File: config.mk
export PLATFORM = sky130hd
export DESIGN_NAME = square_noise_sound_channel_top
export DESIGN_NICKNAME = d
export VERILOG_FILES = /design/src/hdl/sqns_pkg.sv /design/src/hdl/sqns_core.sv /design/src/hdl/square_noise_sound_channel_top.sv
export VERILOG_INCLUDE_DIRS = /design/src /design/src/hdl
export SDC_FILE = /design/constraint.sdc
export NUM_CORES = 1
export LEC_CHECK = 0
export ABC_AREA = 1
export BUFFER_PORTS_ARGS = -buffer_cell sky130_fd_sc_hd__buf_2
export CORE_MARGIN = 2
export CORE_UTILIZATION = 40
export CTS_CLUSTER_SIZE = 8
export DETAILED_ROUTE_END_ITERATION = 10
export PLACE_DENSITY = 0.64
export RECOVER_POWER = 50
export SLEW_MARGIN = 30
export SYNTH_ARGS = -nofsm -noshare
export SYNTH_HDL_FRONTEND = slang
export SYNTH_SLANG_ARGS = --single-unit
File: constraint.sdc
create_clock -name i_clk -period 11.71 [get_ports i_clk]
set_clock_uncertainty 0.2 [all_clocks]
set_input_delay 2.342 -clock i_clk [delete_from_list [all_inputs] [get_ports i_clk]]
set_output_delay 2.342 -clock i_clk [all_outputs]
set_load 0.05 [all_outputs]
File: src/hdl/assert_macros.svh
// assertion macros shared by the rtl files
`ifndef ASSERT_MACROS_SVH
`define ASSERT_MACROS_SVH
`ifndef SYNTHESIS
`define ASSERT_CLK(label, clk, rst_n, prop, msg) \
    label: assert property (@(posedge clk) disable iff (!rst_n) (prop)) else $error(msg);
`define ASSERT_NEXT(label, clk, rst_n, pre, post, msg) \
    label: assert property (@(posedge clk) disable iff (!rst_n) (pre) |=> (post)) else $error(msg);
`else
`define ASSERT_CLK(label, clk, rst_n, prop, msg)
`define ASSERT_NEXT(label, clk, rst_n, pre, post, msg)
`endif
`endif

File: src/hdl/sqns_pkg.sv
// ----------------------------------------------------------------------------
// sqns_pkg
// types and constants for the square / noise sound channel
// ----------------------------------------------------------------------------
package sqns_pkg;

    localparam int WaveletSteps = 16;

    typedef enum logic [1:0] {
        CMD_TICK  = 2'd0,
        CMD_NOTE  = 2'd1,
        CMD_NOISE = 2'd2,
        CMD_QUIET = 2'd3
    } t_cmd;

    typedef enum logic [2:0] {
        REG_VOL_LOW   = 3'd0,
        REG_VOL_HIGH  = 3'd1,
        REG_VOL_MODE  = 3'd2,
        REG_VOL_SPEED = 3'd3,
        REG_PER_LOW   = 3'd4,
        REG_PER_HIGH  = 3'd5,
        REG_PER_MODE  = 3'd6,
        REG_PER_SPEED = 3'd7
    } t_reg_idx;

    localparam logic [1:0] DIR_NONE = 2'd0;
    localparam logic [1:0] DIR_UP   = 2'd1;
    localparam logic [1:0] DIR_DOWN = 2'd2;

    localparam logic [1:0] EDGE_LOOP    = 2'd0;
    localparam logic [1:0] EDGE_REVERSE = 2'd1;
    localparam logic [1:0] EDGE_SILENCE = 2'd2;

    typedef struct packed {
        logic [1:0]  command;
        logic [15:0] note_length;
        logic [14:0] noise_seed;
        logic        noise_tap_select;
        logic [7:0]  noise_period;
    } t_in_beat;

    typedef struct packed {
        logic signed [15:0] sample;
        logic               tone_silent;
    } t_out_beat;

    typedef struct packed {
        logic [3:0]  vol_low;
        logic [3:0]  vol_high;
        logic [3:0]  vol_mode;
        logic [7:0]  vol_speed;
        logic [14:0] per_low;
        logic [14:0] per_high;
        logic [3:0]  per_mode;
        logic [7:0]  per_speed;
    } t_cfg;

    // magnitude table, rows 0..16, positions 0..7 (mirrored)
    function automatic logic [11:0] wavelet_mag(input logic [4:0] row, input logic [3:0] p);
        logic [11:0] m;
        begin
            m = 12'd0;
            case ({row, p[2:0]})
                8'h08: m = 6;    8'h09: m = 13;   8'h0A: m = 16;   8'h0B: m = 20;
                8'h0C: m = 26;   8'h0D: m = 36;   8'h0E: m = 60;   8'h0F: m = 256;
                8'h10: m = 13;   8'h11: m = 27;   8'h12: m = 32;   8'h13: m = 39;
                8'h14: m = 50;   8'h15: m = 71;   8'h16: m = 120;  8'h17: m = 512;
                8'h18: m = 19;   8'h19: m = 40;   8'h1A: m = 48;   8'h1B: m = 59;
                8'h1C: m = 76;   8'h1D: m = 107;  8'h1E: m = 180;  8'h1F: m = 768;
                8'h20: m = 26;   8'h21: m = 55;   8'h22: m = 64;   8'h23: m = 78;
                8'h24: m = 101;  8'h25: m = 142;  8'h26: m = 240;  8'h27: m = 1024;
                8'h28: m = 32;   8'h29: m = 68;   8'h2A: m = 80;   8'h2B: m = 98;
                8'h2C: m = 127;  8'h2D: m = 178;  8'h2E: m = 300;  8'h2F: m = 1280;
                8'h30: m = 38;   8'h31: m = 81;   8'h32: m = 96;   8'h33: m = 117;
                8'h34: m = 151;  8'h35: m = 213;  8'h36: m = 360;  8'h37: m = 1536;
                8'h38: m = 45;   8'h39: m = 95;   8'h3A: m = 112;  8'h3B: m = 137;
                8'h3C: m = 177;  8'h3D: m = 249;  8'h3E: m = 420;  8'h3F: m = 1792;
                8'h40: m = 51;   8'h41: m = 108;  8'h42: m = 128;  8'h43: m = 157;
                8'h44: m = 202;  8'h45: m = 284;  8'h46: m = 480;  8'h47: m = 2048;
                8'h48: m = 58;   8'h49: m = 122;  8'h4A: m = 144;  8'h4B: m = 177;
                8'h4C: m = 228;  8'h4D: m = 320;  8'h4E: m = 540;  8'h4F: m = 2304;
                8'h50: m = 64;   8'h51: m = 136;  8'h52: m = 161;  8'h53: m = 196;
                8'h54: m = 252;  8'h55: m = 355;  8'h56: m = 600;  8'h57: m = 2560;
                8'h58: m = 70;   8'h59: m = 149;  8'h5A: m = 177;  8'h5B: m = 216;
                8'h5C: m = 278;  8'h5D: m = 391;  8'h5E: m = 660;  8'h5F: m = 2816;
                8'h60: m = 77;   8'h61: m = 163;  8'h62: m = 192;  8'h63: m = 235;
                8'h64: m = 303;  8'h65: m = 426;  8'h66: m = 720;  8'h67: m = 3072;
                8'h68: m = 83;   8'h69: m = 176;  8'h6A: m = 208;  8'h6B: m = 255;
                8'h6C: m = 329;  8'h6D: m = 462;  8'h6E: m = 780;  8'h6F: m = 3328;
                8'h70: m = 90;   8'h71: m = 190;  8'h72: m = 224;  8'h73: m = 274;
                8'h74: m = 353;  8'h75: m = 496;  8'h76: m = 839;  8'h77: m = 3584;
                8'h78: m = 96;   8'h79: m = 203;  8'h7A: m = 240;  8'h7B: m = 294;
                8'h7C: m = 379;  8'h7D: m = 532;  8'h7E: m = 899;  8'h7F: m = 3840;
                8'h80: m = 102;  8'h81: m = 217;  8'h82: m = 257;  8'h83: m = 314;
                8'h84: m = 404;  8'h85: m = 567;  8'h86: m = 958;  8'h87: m = 4095;
                default: m = 12'd0;
            endcase
            wavelet_mag = m;
        end
    endfunction

    // step wavelet for one row and position; row 16 is the saturated one
    function automatic logic [15:0] wavelet(input logic [4:0] row, input logic [3:0] pos);
        logic [3:0]  p;
        logic [15:0] v;
        begin
            p = pos[3] ? 4'(15 - pos) : pos;
            v = 16'(wavelet_mag(row, p));
            // odd positions of the first half are negative
            if (p[0]) v = 16'd0 - v;
            wavelet = v;
        end
    endfunction

endpackage

File: src/hdl/sqns_core.sv
// ----------------------------------------------------------------------------
// sqns_core
// per-beat state update of the voice: sweeps, wavelet, noise shifter
// ----------------------------------------------------------------------------
module sqns_core
    import sqns_pkg::*;
#(
    parameter int LengthUnit = 100
) (
    input  logic      i_clk,
    input  logic      i_rst_n,
    input  t_cfg      i_cfg,
    input  logic      i_go,
    input  t_in_beat  i_beat,
    output t_out_beat o_res,
    output logic      o_has_res
);

    `include "assert_macros.svh"

    // length counter wide enough for the longest note
    localparam int LenW = $clog2(65535 * LengthUnit + 1);

    logic [15:0] r_wave, n_wave;
    logic [4:0]  r_tgt, n_tgt, r_prev, n_prev;
    logic [4:0]  r_wpos, n_wpos;
    logic [LenW-1:0] r_len, n_len;
    logic        r_unl, n_unl;
    logic [15:0] r_cd, n_cd;
    logic [14:0] r_hp, n_hp;
    logic [3:0]  r_lvl, n_lvl;
    logic [3:0]  r_bvl, n_bvl, r_bvh, n_bvh;
    logic [14:0] r_bpl, n_bpl, r_bph, n_bph;
    logic [1:0]  r_vdir, n_vdir, r_pdir, n_pdir;
    logic [8:0]  r_vcnt, n_vcnt;
    logic [7:0]  r_pcnt, n_pcnt;
    logic        r_up, n_up;
    logic [14:0] r_nz, n_nz;
    logic        r_tap, n_tap;
    logic [7:0]  r_rel, n_rel;

    // next state and result for one beat
    always_comb begin
        logic [4:0]  lv5, d5;
        logic        pos, mag_big;
        logic [4:0]  row;
        logic [5:0]  diff;
        logic [15:0] dlt, smp;
        logic [8:0]  vc;
        logic [7:0]  pc;
        logic        a, expired;
        logic [15:0] r;
        n_wave = r_wave; n_tgt = r_tgt; n_prev = r_prev; n_wpos = r_wpos;
        n_len = r_len; n_unl = r_unl; n_cd = r_cd; n_hp = r_hp; n_lvl = r_lvl;
        n_bvl = r_bvl; n_bvh = r_bvh; n_bpl = r_bpl; n_bph = r_bph;
        n_vdir = r_vdir; n_pdir = r_pdir; n_vcnt = r_vcnt; n_pcnt = r_pcnt;
        n_up = r_up; n_nz = r_nz; n_tap = r_tap; n_rel = r_rel;
        o_has_res = 1'b0;
        smp = 16'd0;
        lv5 = 5'd0; d5 = 5'd0; pos = 1'b0; mag_big = 1'b0; row = 5'd0; diff = 6'd0;
        dlt = 16'd0; vc = 9'd0; pc = 8'd0; a = 1'b0; expired = 1'b0; r = 16'd0;
        case (t_cmd'(i_beat.command))
            CMD_NOTE: begin
                n_bvl = i_cfg.vol_low; n_bvh = i_cfg.vol_high;
                n_bpl = i_cfg.per_low; n_bph = i_cfg.per_high;
                n_vdir = i_cfg.vol_mode[3:2]; n_pdir = i_cfg.per_mode[3:2];
                n_unl = (i_beat.note_length == 16'd0);
                n_len = LenW'(i_beat.note_length * LenW'(LengthUnit));
                n_vcnt = 9'd0; n_pcnt = 8'd0;
                n_hp = (i_cfg.per_mode[3:2] == DIR_DOWN) ? i_cfg.per_high : i_cfg.per_low;
                n_lvl = (i_cfg.vol_mode[3:2] == DIR_DOWN) ? i_cfg.vol_high : i_cfg.vol_low;
                n_nz = 15'd0; n_tap = 1'b0;
            end
            CMD_NOISE: begin
                n_nz = i_beat.noise_seed; n_tap = i_beat.noise_tap_select;
                n_unl = (i_beat.note_length == 16'd0);
                n_len = LenW'(i_beat.note_length);
                n_rel = i_beat.noise_period; n_cd = 16'(i_beat.noise_period);
                n_wave = 16'd0; n_tgt = 5'd0; n_prev = 5'd0; n_wpos = 5'(WaveletSteps);
            end
            CMD_QUIET: begin
                n_unl = 1'b1; n_len = '0; n_lvl = 4'd0; n_nz = 15'd0; n_tap = 1'b0;
            end
            default: begin
                o_has_res = 1'b1;
                if (r_nz == 15'd0) begin
                    if (!r_unl) begin
                        if (r_len == '0) n_lvl = 4'd0;
                        else n_len = r_len - LenW'(1);
                    end
                    if (r_cd != 16'd0) begin
                        n_cd = r_cd - 16'd1;
                    end else if (n_lvl == 4'd0) begin
                        if (r_wave != 16'd0) begin
                            n_prev = r_tgt; n_tgt = 5'd0;
                            n_wpos = (r_tgt == 5'd0) ? 5'(WaveletSteps) : 5'd0;
                            n_cd = 16'd16;
                        end
                    end else begin
                        lv5 = r_up ? {1'b0, n_lvl} : 5'(-{1'b0, n_lvl});
                        n_prev = r_tgt; n_tgt = lv5;
                        n_wpos = (lv5 == r_tgt) ? 5'(WaveletSteps) : 5'd0;
                        n_cd = 16'(r_hp);
                        n_up = !r_up;
                        // volume sweep
                        if (r_vdir != DIR_NONE) begin
                            vc = r_vcnt + 9'd1;
                            n_vcnt = vc;
                            if (vc > 9'(i_cfg.vol_speed)) begin
                                n_vcnt = 9'd0;
                                if (r_vdir == DIR_UP && n_lvl < r_bvh) begin
                                    n_lvl = n_lvl + 4'd1;
                                end else if (r_vdir != DIR_UP && n_lvl > r_bvl) begin
                                    n_lvl = n_lvl - 4'd1;
                                end else begin
                                    case (i_cfg.vol_mode[1:0])
                                        EDGE_LOOP: n_lvl = (r_vdir == DIR_UP) ? r_bvl : r_bvh;
                                        EDGE_REVERSE: begin
                                            if (r_vdir == DIR_UP) begin
                                                n_vdir = DIR_DOWN; n_lvl = n_lvl - 4'd1;
                                            end else begin
                                                n_vdir = DIR_UP; n_lvl = n_lvl + 4'd1;
                                            end
                                        end
                                        EDGE_SILENCE: begin
                                            n_lvl = 4'd0; n_vdir = DIR_NONE;
                                        end
                                        default: begin
                                            n_bvl = n_lvl; n_bvh = n_lvl; n_vdir = DIR_NONE;
                                        end
                                    endcase
                                end
                            end
                        end
                        // period sweep
                        if (r_pdir != DIR_NONE) begin
                            pc = r_pcnt + 8'd1;
                            n_pcnt = pc;
                            if (pc >= i_cfg.per_speed) begin
                                n_pcnt = 8'd0;
                                if (r_pdir == DIR_UP && r_hp < r_bph) begin
                                    n_hp = r_hp + 15'd1;
                                end else if (r_pdir != DIR_UP && r_hp > r_bpl) begin
                                    n_hp = r_hp - 15'd1;
                                end else begin
                                    case (i_cfg.per_mode[1:0])
                                        EDGE_LOOP: n_hp = (r_pdir == DIR_UP) ? r_bpl : r_bph;
                                        EDGE_REVERSE: begin
                                            if (r_pdir == DIR_UP) begin
                                                n_pdir = DIR_DOWN; n_hp = r_hp - 15'd1;
                                            end else begin
                                                n_pdir = DIR_UP; n_hp = r_hp + 15'd1;
                                            end
                                        end
                                        EDGE_SILENCE: begin
                                            n_lvl = 4'd0; n_pdir = DIR_NONE;
                                        end
                                        default: begin
                                            n_bpl = r_hp; n_bph = r_hp; n_pdir = DIR_NONE;
                                        end
                                    endcase
                                end
                            end
                        end
                    end
                    // wavelet accumulate
                    if (n_wpos < 5'(WaveletSteps)) begin
                        diff = {n_prev[4], n_prev} - {n_tgt[4], n_tgt};
                        pos = !diff[5] && (diff != 6'd0);
                        d5 = diff[5] ? 5'(-diff) : diff[4:0];
                        mag_big = (diff[5] ? (6'(-diff) > 6'd16) : (diff > 6'd16));
                        row = mag_big ? 5'd16 : d5;
                        dlt = wavelet(row, n_wpos[3:0]);
                        n_wave = pos ? r_wave + dlt : r_wave - dlt;
                        n_wpos = n_wpos + 5'd1;
                    end
                    smp = n_wave;
                end else begin
                    if (!r_unl) begin
                        if (r_len == '0) expired = 1'b1;
                        else n_len = r_len - LenW'(1);
                    end
                    if (expired) begin
                        n_nz = 15'd0; n_tap = 1'b0; smp = 16'd0;
                    end else begin
                        if (r_cd != 16'd0) begin
                            n_cd = r_cd - 16'd1;
                        end else begin
                            a = r_tap ? r_nz[6] : r_nz[1];
                            r = {(a != r_nz[0]), r_nz};
                            n_cd = 16'(r_rel);
                            n_nz = r[15:1];
                        end
                        smp = 16'(n_nz[14:3]) - 16'd2048;
                    end
                end
            end
        endcase
        o_res.sample = smp;
        o_res.tone_silent = (n_wave == 16'd0);
    end

    // state registers
    always_ff @(posedge i_clk) begin
        if (!i_rst_n) begin
            r_wave <= 16'd0; r_tgt <= 5'd0; r_prev <= 5'd0; r_wpos <= 5'(WaveletSteps);
            r_len <= '0; r_unl <= 1'b1; r_cd <= 16'd0; r_hp <= 15'd16; r_lvl <= 4'd0;
            r_bvl <= 4'd1; r_bvh <= 4'd1; r_bpl <= 15'd16; r_bph <= 15'd16;
            r_vdir <= DIR_NONE; r_pdir <= DIR_NONE; r_vcnt <= 9'd0; r_pcnt <= 8'd0;
            r_up <= 1'b0; r_nz <= 15'd0; r_tap <= 1'b0; r_rel <= 8'd0;
        end else if (i_go) begin
            r_wave <= n_wave; r_tgt <= n_tgt; r_prev <= n_prev; r_wpos <= n_wpos;
            r_len <= n_len; r_unl <= n_unl; r_cd <= n_cd; r_hp <= n_hp; r_lvl <= n_lvl;
            r_bvl <= n_bvl; r_bvh <= n_bvh; r_bpl <= n_bpl; r_bph <= n_bph;
            r_vdir <= n_vdir; r_pdir <= n_pdir; r_vcnt <= n_vcnt; r_pcnt <= n_pcnt;
            r_up <= n_up; r_nz <= n_nz; r_tap <= n_tap; r_rel <= n_rel;
        end
    end

    `ASSERT_CLK(a_wpos_range, i_clk, i_rst_n, r_wpos <= 5'(WaveletSteps), "wavelet index out of range")
    `ASSERT_NEXT(a_noise_halts_wave, i_clk, i_rst_n, i_go && i_beat.command == CMD_NOISE, r_wave == 16'd0 && r_wpos == 5'(WaveletSteps), "noise start did not halt wavelet")
    `ASSERT_NEXT(a_quiet_tone, i_clk, i_rst_n, i_go && i_beat.command == CMD_QUIET, r_nz == 15'd0 && r_lvl == 4'd0 && r_unl, "silence command did not clear voice")

endmodule

File: src/hdl/square_noise_sound_channel_top.sv
// ----------------------------------------------------------------------------
// square_noise_sound_channel_top
// square wave and noise sound voice with a valid / stall beat interface
// ----------------------------------------------------------------------------
// Usage: configuration registers are written through i_cfg_we / i_cfg_idx /
// i_cfg_data while the voice is idle. Command beats enter on the input
// channel (i_in_valid, o_in_stall); a tick beat yields one sample beat on
// the output channel (o_out_valid, i_out_stall), other commands yield none.
// A tick's sample enters the output register at the edge that accepts it.
// Throughput: one beat per cycle unless stalled; the whole state update is
// one pass of logic between the state registers and the output register.
// The input stalls only while a sample waits in the output register and the
// receiver stalls it; a stalled sample holds its value.
// Reset: synchronous, active low; registers take their reset values, the
// voice is in tone mode, silent, and the output register is empty.
// ----------------------------------------------------------------------------
module square_noise_sound_channel_top
    import sqns_pkg::*;
#(
    parameter int LENGTH_UNIT = 100
) (
    input  logic        i_clk,
    input  logic        i_rst_n,
    input  logic        i_cfg_we,
    input  logic [2:0]  i_cfg_idx,
    input  logic [14:0] i_cfg_data,
    input  logic        i_in_valid,
    output logic        o_in_stall,
    input  t_in_beat    i_in_data,
    output logic        o_out_valid,
    input  logic        i_out_stall,
    output t_out_beat   o_out_data
);

    `include "assert_macros.svh"

    t_cfg      r_cfg;
    t_out_beat w_res;
    logic      w_has;
    logic      w_go;
    logic      r_ov;
    t_out_beat r_od;

    // input takes a beat unless a held result blocks the output
    assign o_in_stall = r_ov && i_out_stall;
    assign w_go = i_in_valid && !o_in_stall;

    // configuration registers
    always_ff @(posedge i_clk) begin
        if (!i_rst_n) begin
            r_cfg <= '{vol_low: 4'd1, vol_high: 4'd1, vol_mode: 4'd0, vol_speed: 8'd0,
                       per_low: 15'd16, per_high: 15'd16, per_mode: 4'd0, per_speed: 8'd0};
        end else if (i_cfg_we) begin
            case (t_reg_idx'(i_cfg_idx))
                REG_VOL_LOW:   r_cfg.vol_low <= i_cfg_data[3:0];
                REG_VOL_HIGH:  r_cfg.vol_high <= i_cfg_data[3:0];
                REG_VOL_MODE:  r_cfg.vol_mode <= i_cfg_data[3:0];
                REG_VOL_SPEED: r_cfg.vol_speed <= i_cfg_data[7:0];
                REG_PER_LOW:   r_cfg.per_low <= i_cfg_data;
                REG_PER_HIGH:  r_cfg.per_high <= i_cfg_data;
                REG_PER_MODE:  r_cfg.per_mode <= i_cfg_data[3:0];
                default:       r_cfg.per_speed <= i_cfg_data[7:0];
            endcase
        end
    end

    sqns_core #(.LengthUnit(LENGTH_UNIT)) u_core (
        .i_clk    (i_clk),
        .i_rst_n  (i_rst_n),
        .i_cfg    (r_cfg),
        .i_go     (w_go),
        .i_beat   (i_in_data),
        .o_res    (w_res),
        .o_has_res(w_has)
    );

    // output register
    always_ff @(posedge i_clk) begin
        if (!i_rst_n) begin
            r_ov <= 1'b0;
        end else if (!(r_ov && i_out_stall)) begin
            r_ov <= w_go && w_has;
        end
    end

    always_ff @(posedge i_clk) begin
        if (w_go && w_has) begin
            r_od <= w_res;
        end
    end

    assign o_out_valid = r_ov;
    assign o_out_data  = r_od;

    `ASSERT_NEXT(a_stall_holds, i_clk, i_rst_n, r_ov && i_out_stall, r_ov && $stable(r_od), "stalled beat changed")
    `ASSERT_NEXT(a_tick_gives_beat, i_clk, i_rst_n, w_go && i_in_data.command == CMD_TICK, r_ov, "tick produced no beat")
    `ASSERT_NEXT(a_cmd_no_beat, i_clk, i_rst_n, !(r_ov && i_out_stall) && !(w_go && i_in_data.command == CMD_TICK), !r_ov, "beat without tick")

endmodule

==> results, run 1 <==
- After global routing, the most crowded layer is met2.
- Measured against its own limit, the worst slew margin works out to -110%.
- Global routing consumed, on the met2 layer, between 30% and 40% of the routing resources.
- Setup violations remaining at the end of the flow were counted as 0.
- The number of setup buffers added after CTS is 0.
- Global routing consumed, on the met3 layer, 3.54% of the routing resources.
- The pin slew with the least headroom to its limit is 3.15 ns.
- The highest net fanout along the worst path is 31.
- The count of mapped cells out of synthesis is 3,099.
- The most used standard cell by instance count after synthesis is sky130_fd_sc_hd__nand2_1.
- STA classifies the critical path startpoint as a register.
- The worst min-delay path class is register to register.
- The global-route usage over all layers is 23.3%.
- The core box area is 51,200 um^2.
- The number of instances resized during post-cts repair is 0.
- Global routing used 31.0% of the available met1 tracks.
- The mean number of vias per cell is 5.40.
- The maximum operating frequency is 101 MHz.
- The share of final-layout standard cells stronger than drive strength 1 is under 10%.
- The first-pass iteration count of the detailed router is 7.
- The congestion estimate from routability-driven global placement came to 0.954.
- For this design, the slowest cell found on the critical path is sky130_fd_sc_hd__nor2_1.
- Setup total negative slack on the finished layout was measured at 0 ns.
- For this block, the routed nets add up to 62,000 um of wire.
- The HPWL after detailed placement is 45,900 um.
- At the end of the flow the core is filled with cells to 44.1%.
- Of all flip-flops after synthesis, the portion carrying an async set or reset was 0%.
- The top-level I/O count is 84.
- After detailed routing, the number of remaining DRC violations is 0.
- The proportion of synthesized chip area in sequential cells is 25.5%.
- The clock sink total is 254.
- The number of global-route vias before repair is roughly 20,000.
- The first routing iteration left 1,692 violations.
- The cell family contributing the most delay on the critical path is simple AND/OR/NAND/NOR gates.
- The post-synthesis to final-layout area growth is 9.40%.
- By area the synthesized netlist is led by sky130_fd_sc_hd__dfxtp_1 (23%), sky130_fd_sc_hd__ha_1 (9.9%), sky130_fd_sc_hd__nand2_1 (8.9%).
- The first global-routing pass estimated around 100,000 um of wire.
- Measured along the y axis, the die boundary spans 231 um.
- The data arrival time of the worst path is 10.13 ns.
- The total number of yosys warnings is 0.
- After the last flow step, the layout net total stands at approximately 3,400.
- The ratio of total power to cell area is 178 nW/um^2.
- The antenna diode count is 0.
- The maximum number of pins on one net before global-route repair is 89.
- The number of enable flip-flop cells after synthesis is 17.
- After layout, the minimum clock period comes to slightly below 10 ns.
- The clock reaches the later pin of the worst-skew pair after around 0.57 ns.
- The worst ir drop on vdd is 129 uV.
- The maximum number of buffers from clock root to sink is 3.
- The number of antenna violations at the first check in global routing is 0.
- The average cell area after synthesis is ~6.7 um^2.
- The category of the worst setup path capture point is a register.
- The final clock period utilization by the worst path is between 80 and 90%.
- The count of buffers added on input and output ports is 83.
- The share of synthesized area in the top cell type comes to 23.0%.
- The tree is rooted in a sky130_fd_sc_hd__clkbuf_16.
- The detail route stage leaves a number of antenna-violating nets equal to 0.
- Summing every instance area after synthesis gives 20,600 um^2.
- The TritonCTS clock tree is built.
- Across the run, the number of max-cap violations was 5.
- The most used flip-flop cell after synthesis is sky130_fd_sc_hd__dfxtp_1.
- The die covers 53,400 um^2.
- Sorting the synthesized cells by how often they occur yields sky130_fd_sc_hd__nand2_1 (489), sky130_fd_sc_hd__inv_1 (444), sky130_fd_sc_hd__o21ai_0 (329), sky130_fd_sc_hd__nor2_1 (309), sky130_fd_sc_hd__a21oi_1 (290).
- The analysis attributes to cell leakage a power of 10.2 nW.
- Once the floorplan was initialized, standard cells occupied 40.3% of the core.
- The largest single stage delay on the critical path is 0.74 ns.
- The number of nets handed over by synthesis was 3,341.
- The H-tree was split into 2 levels.
- Clock-pin slew was measured on the worst setup and hold paths at 0.05 ns.
- The buffering stage count on the worst path with inverters included is 6.
- The class of the most critical setup path is register to register.
- The required time of the critical path is 11.91 ns.
- The total clock buffers created by CTS is 38.
- The checks that failed: capacitance limit, slew limit.
- Setup repair after global routing left no endpoint under its margin.
- The hold violation total from the final report was 0.
- Summed over all instances, the cell type with the most area after synthesis is sky130_fd_sc_hd__dfxtp_1.
- In the final routed layout, each cell accounts on average for 16.3 um.
- The count of final max-slew check failures is around 240.
- The total of flip-flops plus latches after synthesis is about 250.
- The count of unique library cells instantiated by Yosys is 73.
- The number of hold-repair buffers added at the cts stage is 0.
- The die is about 230 um wide.
- The initialized floorplan defines 83 standard-cell rows.
- The run finished, with violations left.
- For this run the aggregate overflow at the end of global routing stands at 0.
- The via count is 20,500.
[per-layer routing]
| layer | vias up | part of all wire [%] | wire length [um] |
|---|---|---|---|
| met1 | 9375 | 46 | 28300 |
| li1 | 10400 | - | - |
| met2 | 645 | 45 | 28200 |
| met3 | 111 | 6.3 | 3920 |
| met5 | - | 0 | 0 |
| met4 | 0 | 2.7 | 1660 |
[cell type report]
class | instances | area, um^2
Clock inverter | 4 | 70.1
Timing Repair Buffer | 105 | 537
Clock buffer | 44 | 993
Fill cell | 5417 | 28600
Multi-Input combinational cell | 2241 | 13100
Inverter | 478 | 1800
Sequential cell | 254 | 5260
Tap cell | 680 | 851
[through the flow]
| stage | hold slack, ns | std cells | setup slack, ns | total power, mW | area [um^2] |
|---|---|---|---|---|---|
| finish | 0.248 | 3806 | 1.77 | 4.01 | 22600 |
| detailed placement | 0.245 | 3758 | 1.98 | 2.99 | 21500 |
| CTS | 0.252 | 3806 | 1.89 | 4.01 | 22600 |
| global placement | 0.240 | 3758 | 2.11 | 2.99 | 21500 |
| floorplan | 0.227 | 3099 | 3.64 | 2.59 | 20600 |
| global route | 0.270 | 3806 | 0.461 | 4.36 | 22600 |
[final timing paths]
check	from	endpoint	slack (ns)	cells after the start
hold reg to reg	u_core.r_vcnt[8]	u_core.r_vcnt[8]	0.25	2
setup reg to reg	u_core.r_cd[0]	o_out_data[0]	1.77	51
setup / recovery	u_core.r_cd[0]	o_out_data[0]	1.77	51
hold / removal	u_core.r_vcnt[8]	u_core.r_vcnt[8]	0.25	2
[logic make-up (layout without fill, tap and decap cells)]
logic type | count (synthesis) | count (layout) | share of synthesized area (%)
adders and majority gates | 177 | 177 | 11.2
AOI/OAI and AO/OA | 877 | 877 | 24.4
and+or+nand+nor | 1105 | 1105 | 24.2
DFF | 254 | 254 | 25.5
xor gates and xnor gates | 80 | 80 | 3.40
buffers and inverters | 604 | 631 | 11.3
muxes | 2 | 2 | 0.0971
[flip-flops by register name, summed over array words and instances (netlist names), 2 cells and up]
signal         count
r_cfg             62
u_core.r_len      23
o_out_data        17
u_core.r_cd       16
u_core.r_wave     16
u_core.r_bph      15
u_core.r_bpl      15
u_core.r_hp       15
u_core.r_nz       15
u_core.r_vcnt      9
u_core.r_pcnt      8
u_core.r_rel       8
u_core.r_prev      5
u_core.r_tgt       5
u_core.r_wpos      5
u_core.r_bvh       4
u_core.r_bvl       4
u_core.r_lvl       4
u_core.r_pdir      2
u_core.r_vdir      2
[placed cells by master (no fill, tap or decap), drive strengths merged, types with 18 or more instances in the layout]
| cell | netlist | routed |
|---|---|---|
| inv | 462 | 462 |
| a21oi | 298 | 298 |
| a31oi | 53 | 53 |
| nand4 | 23 | 23 |
| xor2 | 61 | 61 |
| clkbuf | 93 | 69 |
| o211ai | 33 | 33 |
| xnor2 | 19 | 19 |
| nor2 | 327 | 327 |
| dfxtp | 237 | 237 |
| ha | 164 | 164 |
| a22oi | 23 | 23 |
| nor3 | 42 | 42 |
| a211oi | 32 | 32 |
| o21ai | 345 | 345 |
| buf | 33 | 80 |
| clkinv | 16 | 18 |
| nand3 | 156 | 156 |
| nand2 | 526 | 526 |
[worst register-to-register path: cells and delay by family, from the launching register on]
| family | cells | cell delay [ns] |
|---|---|---|
| simple gates | 25 | 4.34 |
| fa+ha+maj | 6 | 1.94 |
| compound gates | 12 | 1.93 |
| buf+inv | 6 | 0.69 |
| flops | 1 | 0.30 |
| mux | 1 | 0.25 |
| xor+xnor | 1 | 0.17 |
[report_power, final]
part	total, mW	leakage (nW)	switching (mW)	internal [mW]
sequential	0.956	2.09	0.0387	0.918
clock	1.01	0.513	0.411	0.596
combinational	2.05	7.61	1.35	0.698
Power figures use the tool's default switching activity.
==> inputs of run 2 (changes only) <==
clock period = 9.3 ns   (was 11.71 ns; I/O delays follow)
==> results, run 2 (synthesized netlist as in run 1, its figures left out) <==
- Most frequent cells in the layout: sky130_fd_sc_hd__nand2_1 (486), sky130_fd_sc_hd__inv_1 (442), sky130_fd_sc_hd__o21ai_0 (323), sky130_fd_sc_hd__nor2_1 (300), sky130_fd_sc_hd__a21oi_1 (286) (was sky130_fd_sc_hd__nand2_1 (489), sky130_fd_sc_hd__inv_1 (444), sky130_fd_sc_hd__o21ai_0 (329), sky130_fd_sc_hd__nor2_1 (308), sky130_fd_sc_hd__a21oi_1 (290)).
- The post-synthesis to final-layout area growth came to 11.5% (was 9.40%).
- The detail-routed net length per standard cell is 16.2 um (was 16.3 um).
- The post-route worst hold slack was 0.252 ns (was 0.248 ns).
- The class of the most critical setup path is register to register (unchanged).
- The met3 demand-to-capacity share in global routing is 3.68% (was 3.54%).
- The most common cell after layout, fill and taps aside was sky130_fd_sc_hd__nand2_1 (unchanged).
- The worst setup margin was 0.586 ns (was 1.77 ns).
- The share of final-layout standard cells stronger than drive strength 1 is 9.73% (was 7.68%).
- The setup slack at placement is 0.287 ns (was 1.98 ns).
- The sum of negative setup slack is 0 ns (unchanged).
- The post-CTS clock slew at the launch and capture registers of the worst setup and hold paths is 0.05 ns (about the same).
- The most frequent cell on the critical path is sky130_fd_sc_hd__inv_1.
- The most crowded layer after global routing is met2 (unchanged).
- The global-route usage over all layers came to 23.1% (was 23.3%).
- The static leakage is 10.4 nW (was 10.2 nW).
- The first-pass GRT wire length is 101,000 um (was 102,000 um).
- The maximum number of pins on one net before global-route repair was 93 (was 89).
- The worst ir drop on vdd is 153 uV (was 129 uV).
- The final clock period utilization by the worst path was 93.7% (was 84.9%).
- The number of global-route vias before repair is 19,300 (was 19,500).
- The maximum level of the CTS H-tree is 2 (unchanged).
- The count of final max-slew check failures is 241 (was 238).
- The data arrival time of the worst path was 8.82 ns (was 10.13 ns).
- The antenna diode count is 0 (unchanged).
- The HPWL reported at the end of detailed placement was 46,000 um (was 45,900 um).
- The starting density of the core is 40.3% (unchanged).
- The clock latency on the worst-skew pair is 0.56 ns (was 0.57 ns).
- The top-level I/O count is 84 (unchanged).
- The longest individual stage delay on the worst path was 0.46 ns (was 0.74 ns).
- The number of endpoints failing setup at the final stage is 0 (unchanged).
- The buffer cell driving the clock tree root is sky130_fd_sc_hd__clkbuf_16 (unchanged).
- The category of the worst setup path capture point is a register (unchanged).
- The die boundary width was 231 um (unchanged).
- The remaining max-slew budget at the tightest pin came to -122% (was -110%).
- The final wirelength is 62,400 um (was 62,000 um).
- The core occupancy in the finished layout was 44.9% (was 44.1%).
- Failing checks: capacitance limit, slew limit (unchanged).
- The via count is 20,700 (was 20,500).
- The largest register by flop count is r_cfg (unchanged).
- The startpoint type of the worst setup path is a register (unchanged).
- The total design power is 5.21 mW (was 4.01 mW).
- The number of buffers added on ports is 83 (unchanged).
- The cell with the largest stage delay on the worst path is sky130_fd_sc_hd__fa_1 (was sky130_fd_sc_hd__nor2_1).
- The mean number of vias per cell is 5.38 (was 5.40).
- The number of antenna violations at the first check in global routing was 0 (unchanged).
- The met2 track demand over resource is 37.7% (was 38.6%).
- The worst min-delay path class is register to register (unchanged).
- The total clock buffers created by CTS is 38 (unchanged).
- The sum of overflow across all layers after global routing is 0 (unchanged).
- The pin slew with the least headroom to its limit came to 3.33 ns (was 3.15 ns).
- The count of unresolved DRC violations after routing is 0 (unchanged).
- The number of nets with antenna violations after detailed routing was 0 (unchanged).
- The hold violation total from the final report is 0 (unchanged).
- The height of the chip was 231 um (unchanged).
- The flip-flop count of the largest register after layout was 62 (unchanged).
- The core box area is 51,200 um^2 (unchanged).
- The die area is 53,400 um^2 (unchanged).
- The required time of the critical path is 9.40 ns (was 11.91 ns).
- The highest net fanout along the worst path is 15 (was 31).
- The routability congestion estimate from global placement was 0.934 (was 0.954).
- The met1 track demand over resource came to 30.9% (was 31.0%).
- The net total in the final layout is 3,401 (was 3,360).
- The clock sink total is 254 (unchanged).
- The maximum operating frequency came to 115 MHz (was 101 MHz).
- The post-layout minimum cycle time is 8.71 ns (was 9.94 ns).
- Status: finished, violations left (unchanged).
- The number of hold-repair buffers added at the cts stage is 0 (unchanged).
- The number of rows in the core area was 83 (unchanged).
- The ratio of total power to cell area came to 227 nW/um^2 (was 178 nW/um^2).
- The number of design-rule violations left by the first detailed-router iteration was 1,937 (was 1,692).
- The first-pass iteration count of the detailed router is 6 (was 7).
- The TritonCTS clock tree was built (unchanged).
- The number of max-capacitance violations reported is 4 (was 5).
- The maximum number of buffers from clock root to sink was 3 (unchanged).
run 2: path summary, 6_finish.rpt:
path         cells past startpoint  slack [ns]              from                to
max                             61        0.59    u_core.r_cd[0]     o_out_data[0]
min reg2reg                      2        0.25  u_core.r_vcnt[8]  u_core.r_vcnt[8]
max reg2reg                     61        0.59    u_core.r_cd[0]     o_out_data[0]
min                              2        0.25  u_core.r_vcnt[8]  u_core.r_vcnt[8]
run 2: cell type report:
| type | count | area, um^2 |
|---|---|---|
| clock buffers | 45 | 997 |
| clock inverters | 3 | 43.8 |
| fillers | 5350 | 28200 |
| inverters | 478 | 1800 |
| multi-input cells | 2242 | 13200 |
| flip-flops and latches | 254 | 5260 |
| well taps | 680 | 851 |
| repair buffers | 145 | 860 |
run 2: per-layer routing:
| metal | wire, um | up-vias | share of wire, % |
|---|---|---|---|
| li1 | - | 10500 | - |
| met1 | 28500 | 9430 | 46 |
| met2 | 28200 | 644 | 45 |
| met3 | 3830 | 136 | 6.1 |
| met4 | 1830 | 0 | 2.9 |
| met5 | 0 | - | 0 |
run 2: critical path, delay by kind of cell (launching register included):
family	cells	cell delay (ns)
xor gates and xnor gates	1	0.13
adders and majority gates	7	1.86
muxes	1	0.21
DFF	1	0.31
buffers and inverters	13	1.10
AOI/OAI and AO/OA	12	1.65
and+or+nand+nor	27	2.99
run 2: repair_timing:
action | in CTS | in global routing
setup endpoints to repair | 0 | 11
buffers inserted | 0 | 21
gates resized for setup | 0 | 42
run 2: through the flow:
step / cell area (um^2) / cells
finish: 23000 / 3847
floorplan: 20600 / 3099
global placement: 21700 / 3777
detailed placement: 21700 / 3777
CTS: 22700 / 3825
global route: 23000 / 3847
run 2: power breakdown:
| part | internal [mW] | switching [mW] | leakage [nW] |
|---|---|---|---|
| logic | 0.991 | 1.75 | 7.81 |
| clock network | 0.749 | 0.514 | 0.505 |
| registers | 1.16 | 0.0484 | 2.09 |
==> inputs of run 3 (changes only) <==
clock period = 10.5 ns   (was 9.3 ns; I/O delays follow)
==> results, run 3 (synthesized netlist as in run 1, its figures left out) <==
- The met2 track demand over resource is 37.2% (was 37.7%).
- The data arrival time of the worst path was 9.62 ns (was 8.82 ns).
- The count of unresolved DRC violations after routing is 0 (unchanged).
- The top-level I/O count is 84 (unchanged).
- The highest net fanout along the worst path is 18 (was 15).
- The kind of cell adding the most delay to the critical path is simple AND/OR/NAND/NOR gates (unchanged).
- The required time of the critical path is 10.70 ns (was 9.40 ns).
- The number of design-rule violations left by the first detailed-router iteration is 1,998 (was 1,937).
- The HPWL reported at the end of detailed placement is 45,700 um (was 46,000 um).
- The most frequent cell on the critical path is sky130_fd_sc_hd__nand2_1 (was sky130_fd_sc_hd__inv_1).
- The most common cell after layout, fill and taps aside was sky130_fd_sc_hd__nand2_1 (unchanged).
- The routability congestion estimate from global placement came to 0.956 (was 0.934).
- The category of the worst setup path capture point was a register (unchanged).
- The met1 track demand over resource is 30.9% (about the same).
- The pin slew with the least headroom to its limit is 4.19 ns (was 3.33 ns).
- The clock latency on the worst-skew pair was 0.57 ns (was 0.56 ns).
- The number of antenna violations at the first check in global routing is 0 (unchanged).
- The height of the chip was 231 um (unchanged).
- The number of buffers added on ports was 83 (unchanged).
- The maximum operating frequency is 106 MHz (was 115 MHz).
- The buffer cell driving the clock tree root is sky130_fd_sc_hd__clkbuf_16 (unchanged).
- Setup repair after global routing left no endpoint under its margin.
- The switching share of total power is 44.9% (was 44.4%).
- The cell with the largest stage delay on the worst path is sky130_fd_sc_hd__fa_1 (unchanged).
- The post-synthesis to final-layout area growth was 9.27% (was 11.5%).
- The hold violation total from the final report is 0 (unchanged).
- The path depth of the worst reg2reg path came to 54 (was 61).
- The relative contribution of sequential cells to total power is 23.9% (was 23.1%).
- The global-route usage over all layers is 23.1% (about the same).
- The final clock period utilization by the worst path is 89.8% (was 93.7%).
- The maximum number of pins on one net before global-route repair is 86 (was 93).
- The antenna diode count is 0 (unchanged).
- The starting density of the core came to 40.3% (unchanged).
- The longest individual stage delay on the worst path was 0.48 ns (was 0.46 ns).
- The maximum level of the CTS H-tree came to 2 (unchanged).
- The total clock buffers created by CTS is 37 (was 38).
- The die area is 53,400 um^2 (unchanged).
- The number of hold-repair buffers added at the cts stage is 0 (unchanged).
- The sum of overflow across all layers after global routing came to 0 (unchanged).
- Status: finished, violations left (unchanged).
- The number of global-route vias before repair is 19,300 (about the same).
- The sum of negative setup slack was 0 ns (unchanged).
- The static leakage came to 10.2 nW (was 10.4 nW).
- The via count is 20,600 (was 20,700).
- The core box area is 51,200 um^2 (unchanged).
- The clock sink total was 254 (unchanged).
- The buffering stage count on the worst path with inverters included is 7 (was 13).
- The number of rows in the core area came to 83 (unchanged).
- The maximum number of buffers from clock root to sink is 3 (unchanged).
- The buffers inserted during post-CTS setup optimization is 0 (unchanged).
- The cell-internal power is 2.46 mW (was 2.90 mW).
- The count of cells along the worst hold path is 2 (unchanged).
- The startpoint type of the worst setup path is a register (unchanged).
- The met3 demand-to-capacity share in global routing came to 3.73% (was 3.68%).
- The most crowded layer after global routing is met2 (unchanged).
- The post-layout minimum cycle time is 9.43 ns (was 8.71 ns).
- The setup slack at placement is 0.753 ns (was 0.287 ns).
- Most frequent cells in the layout: sky130_fd_sc_hd__nand2_1 (488), sky130_fd_sc_hd__inv_1 (444), sky130_fd_sc_hd__o21ai_0 (329), sky130_fd_sc_hd__nor2_1 (304), sky130_fd_sc_hd__a21oi_1 (290) (was sky130_fd_sc_hd__nand2_1 (486), sky130_fd_sc_hd__inv_1 (442), sky130_fd_sc_hd__o21ai_0 (323), sky130_fd_sc_hd__nor2_1 (300), sky130_fd_sc_hd__a21oi_1 (286)).
- The net total in the final layout is 3,360 (was 3,401).
- The post-CTS clock slew at the launch and capture registers of the worst setup and hold paths is 0.05 ns (about the same).
- The number of nets with antenna violations after detailed routing is 0 (unchanged).
- The first-pass GRT wire length is 101,000 um (about the same).
- The mean number of vias per cell was 5.41 (was 5.38).
- The largest register by flop count is r_cfg (unchanged).
- The TritonCTS clock tree is built (unchanged).
- The detail-routed net length per standard cell is 16.4 um (was 16.2 um).
- The class of the most critical setup path was register to register (unchanged).
- The worst setup margin was 1.07 ns (was 0.586 ns).
- The ratio of total power to cell area is 198 nW/um^2 (was 227 nW/um^2).
- The die boundary width came to 231 um (unchanged).
- The worst ir drop on vdd is 114 uV (was 153 uV).
- The share of final-layout standard cells stronger than drive strength 1 is 7.74% (was 9.73%).
- The worst min-delay path class is register to register (unchanged).
- The number of endpoints failing setup at the final stage is 0 (unchanged).
- The combinational fraction of design power is 51.4% (was 52.7%).
- The depth of the critical timing path with buffers and inverters included came to 54 (was 61).
- The first-pass iteration count of the detailed router was 5 (was 6).
- The final wirelength is 62,200 um (was 62,400 um).
- The number of max-capacitance violations reported is 4 (unchanged).
- The switching power summed over all nets is 2.00 mW (was 2.32 mW).
- The number of instances resized during post-cts repair is 0 (unchanged).
- The remaining max-slew budget at the tightest pin is -180% (was -122%).
- The count of final max-slew check failures is 257 (was 241).
- The clock share of power is 24.7% (was 24.2%).
- The flip-flop count of the largest register after layout is 62 (unchanged).
- Failing checks: capacitance limit, slew limit (unchanged).
-- run 3: cell count changes in the layout (fill, tap and decap cells not counted), moves of 3 or more --
cell	before	now
sky130_fd_sc_hd__nand2_2	29	26
sky130_fd_sc_hd__nor2_2	17	14
sky130_fd_sc_hd__ha_2	6	1
sky130_fd_sc_hd__a21oi_1	286	290
sky130_fd_sc_hd__o21ai_1	19	13
sky130_fd_sc_hd__buf_2	59	63
sky130_fd_sc_hd__buf_4	55	18
sky130_fd_sc_hd__a21oi_2	12	8
sky130_fd_sc_hd__ha_1	158	163
sky130_fd_sc_hd__nor2_1	300	304
sky130_fd_sc_hd__o21ai_0	323	329
-- run 3: layout make-up --
cell class	instances	area (um^2)
clock inverter	2	36.3
fill	5355	28700
tap	680	851
sequential	254	5260
inverter	478	1800
timing repair buffer	106	544
multi-input combinational	2241	13100
clock buffer	44	973
-- run 3: power groups by stage --
stage	clock, mW	combinational [mW]	sequential (mW)
finish	1.10	2.29	1.07
detailed placement	0	2.25	1.08
global route	1.16	2.58	1.07
floorplan	0	1.80	1.08
global placement	0	2.24	1.08
CTS	1.13	2.26	1.06
-- run 3: path summary, 6_finish.rpt --
kind	startpoint	to	slack [ns]
worst min-delay path	u_core.r_vcnt[8]	u_core.r_vcnt[8]	0.25
worst max-delay path	u_core.r_cd[0]	o_out_data[0]	1.07
worst min register to register	u_core.r_vcnt[8]	u_core.r_vcnt[8]	0.25
worst max register to register	u_core.r_cd[0]	o_out_data[0]	1.07
-- run 3: worst min-delay path, delay by kind of cell (launching register included) --
| kind | cells | cell delay [ns] |
|---|---|---|
| AND/OR/NAND/NOR | 2 | 0.10 |
| flip-flops | 1 | 0.32 |
-- run 3: per-layer routing --
| layer | vias to the layer above | routed length (um) |
|---|---|---|
| met5 | - | 0 |
| met4 | 0 | 2120 |
| met3 | 145 | 3980 |
| met2 | 652 | 27900 |
| met1 | 9363 | 28200 |
| li1 | 10400 | - |
-- run 3: through the flow --
stage / power [mW] / instance area, um^2 / cells / hold slack [ns] / utilization, %
4_1_cts: 4.45 / 22600 / 3805 / 0.253 / 44.1
2_1_floorplan: 2.88 / 20600 / 3099 / 0.227 / -
3_5_place_dp: 3.34 / 21500 / 3759 / 0.247 / 42.1
3_3_place_gp: 3.33 / 21500 / 3759 / 0.244 / 42.1
5_1_grt: 4.81 / 22500 / 3805 / 0.279 / 44.0
6_report: 4.46 / 22500 / 3805 / 0.254 / 44.0
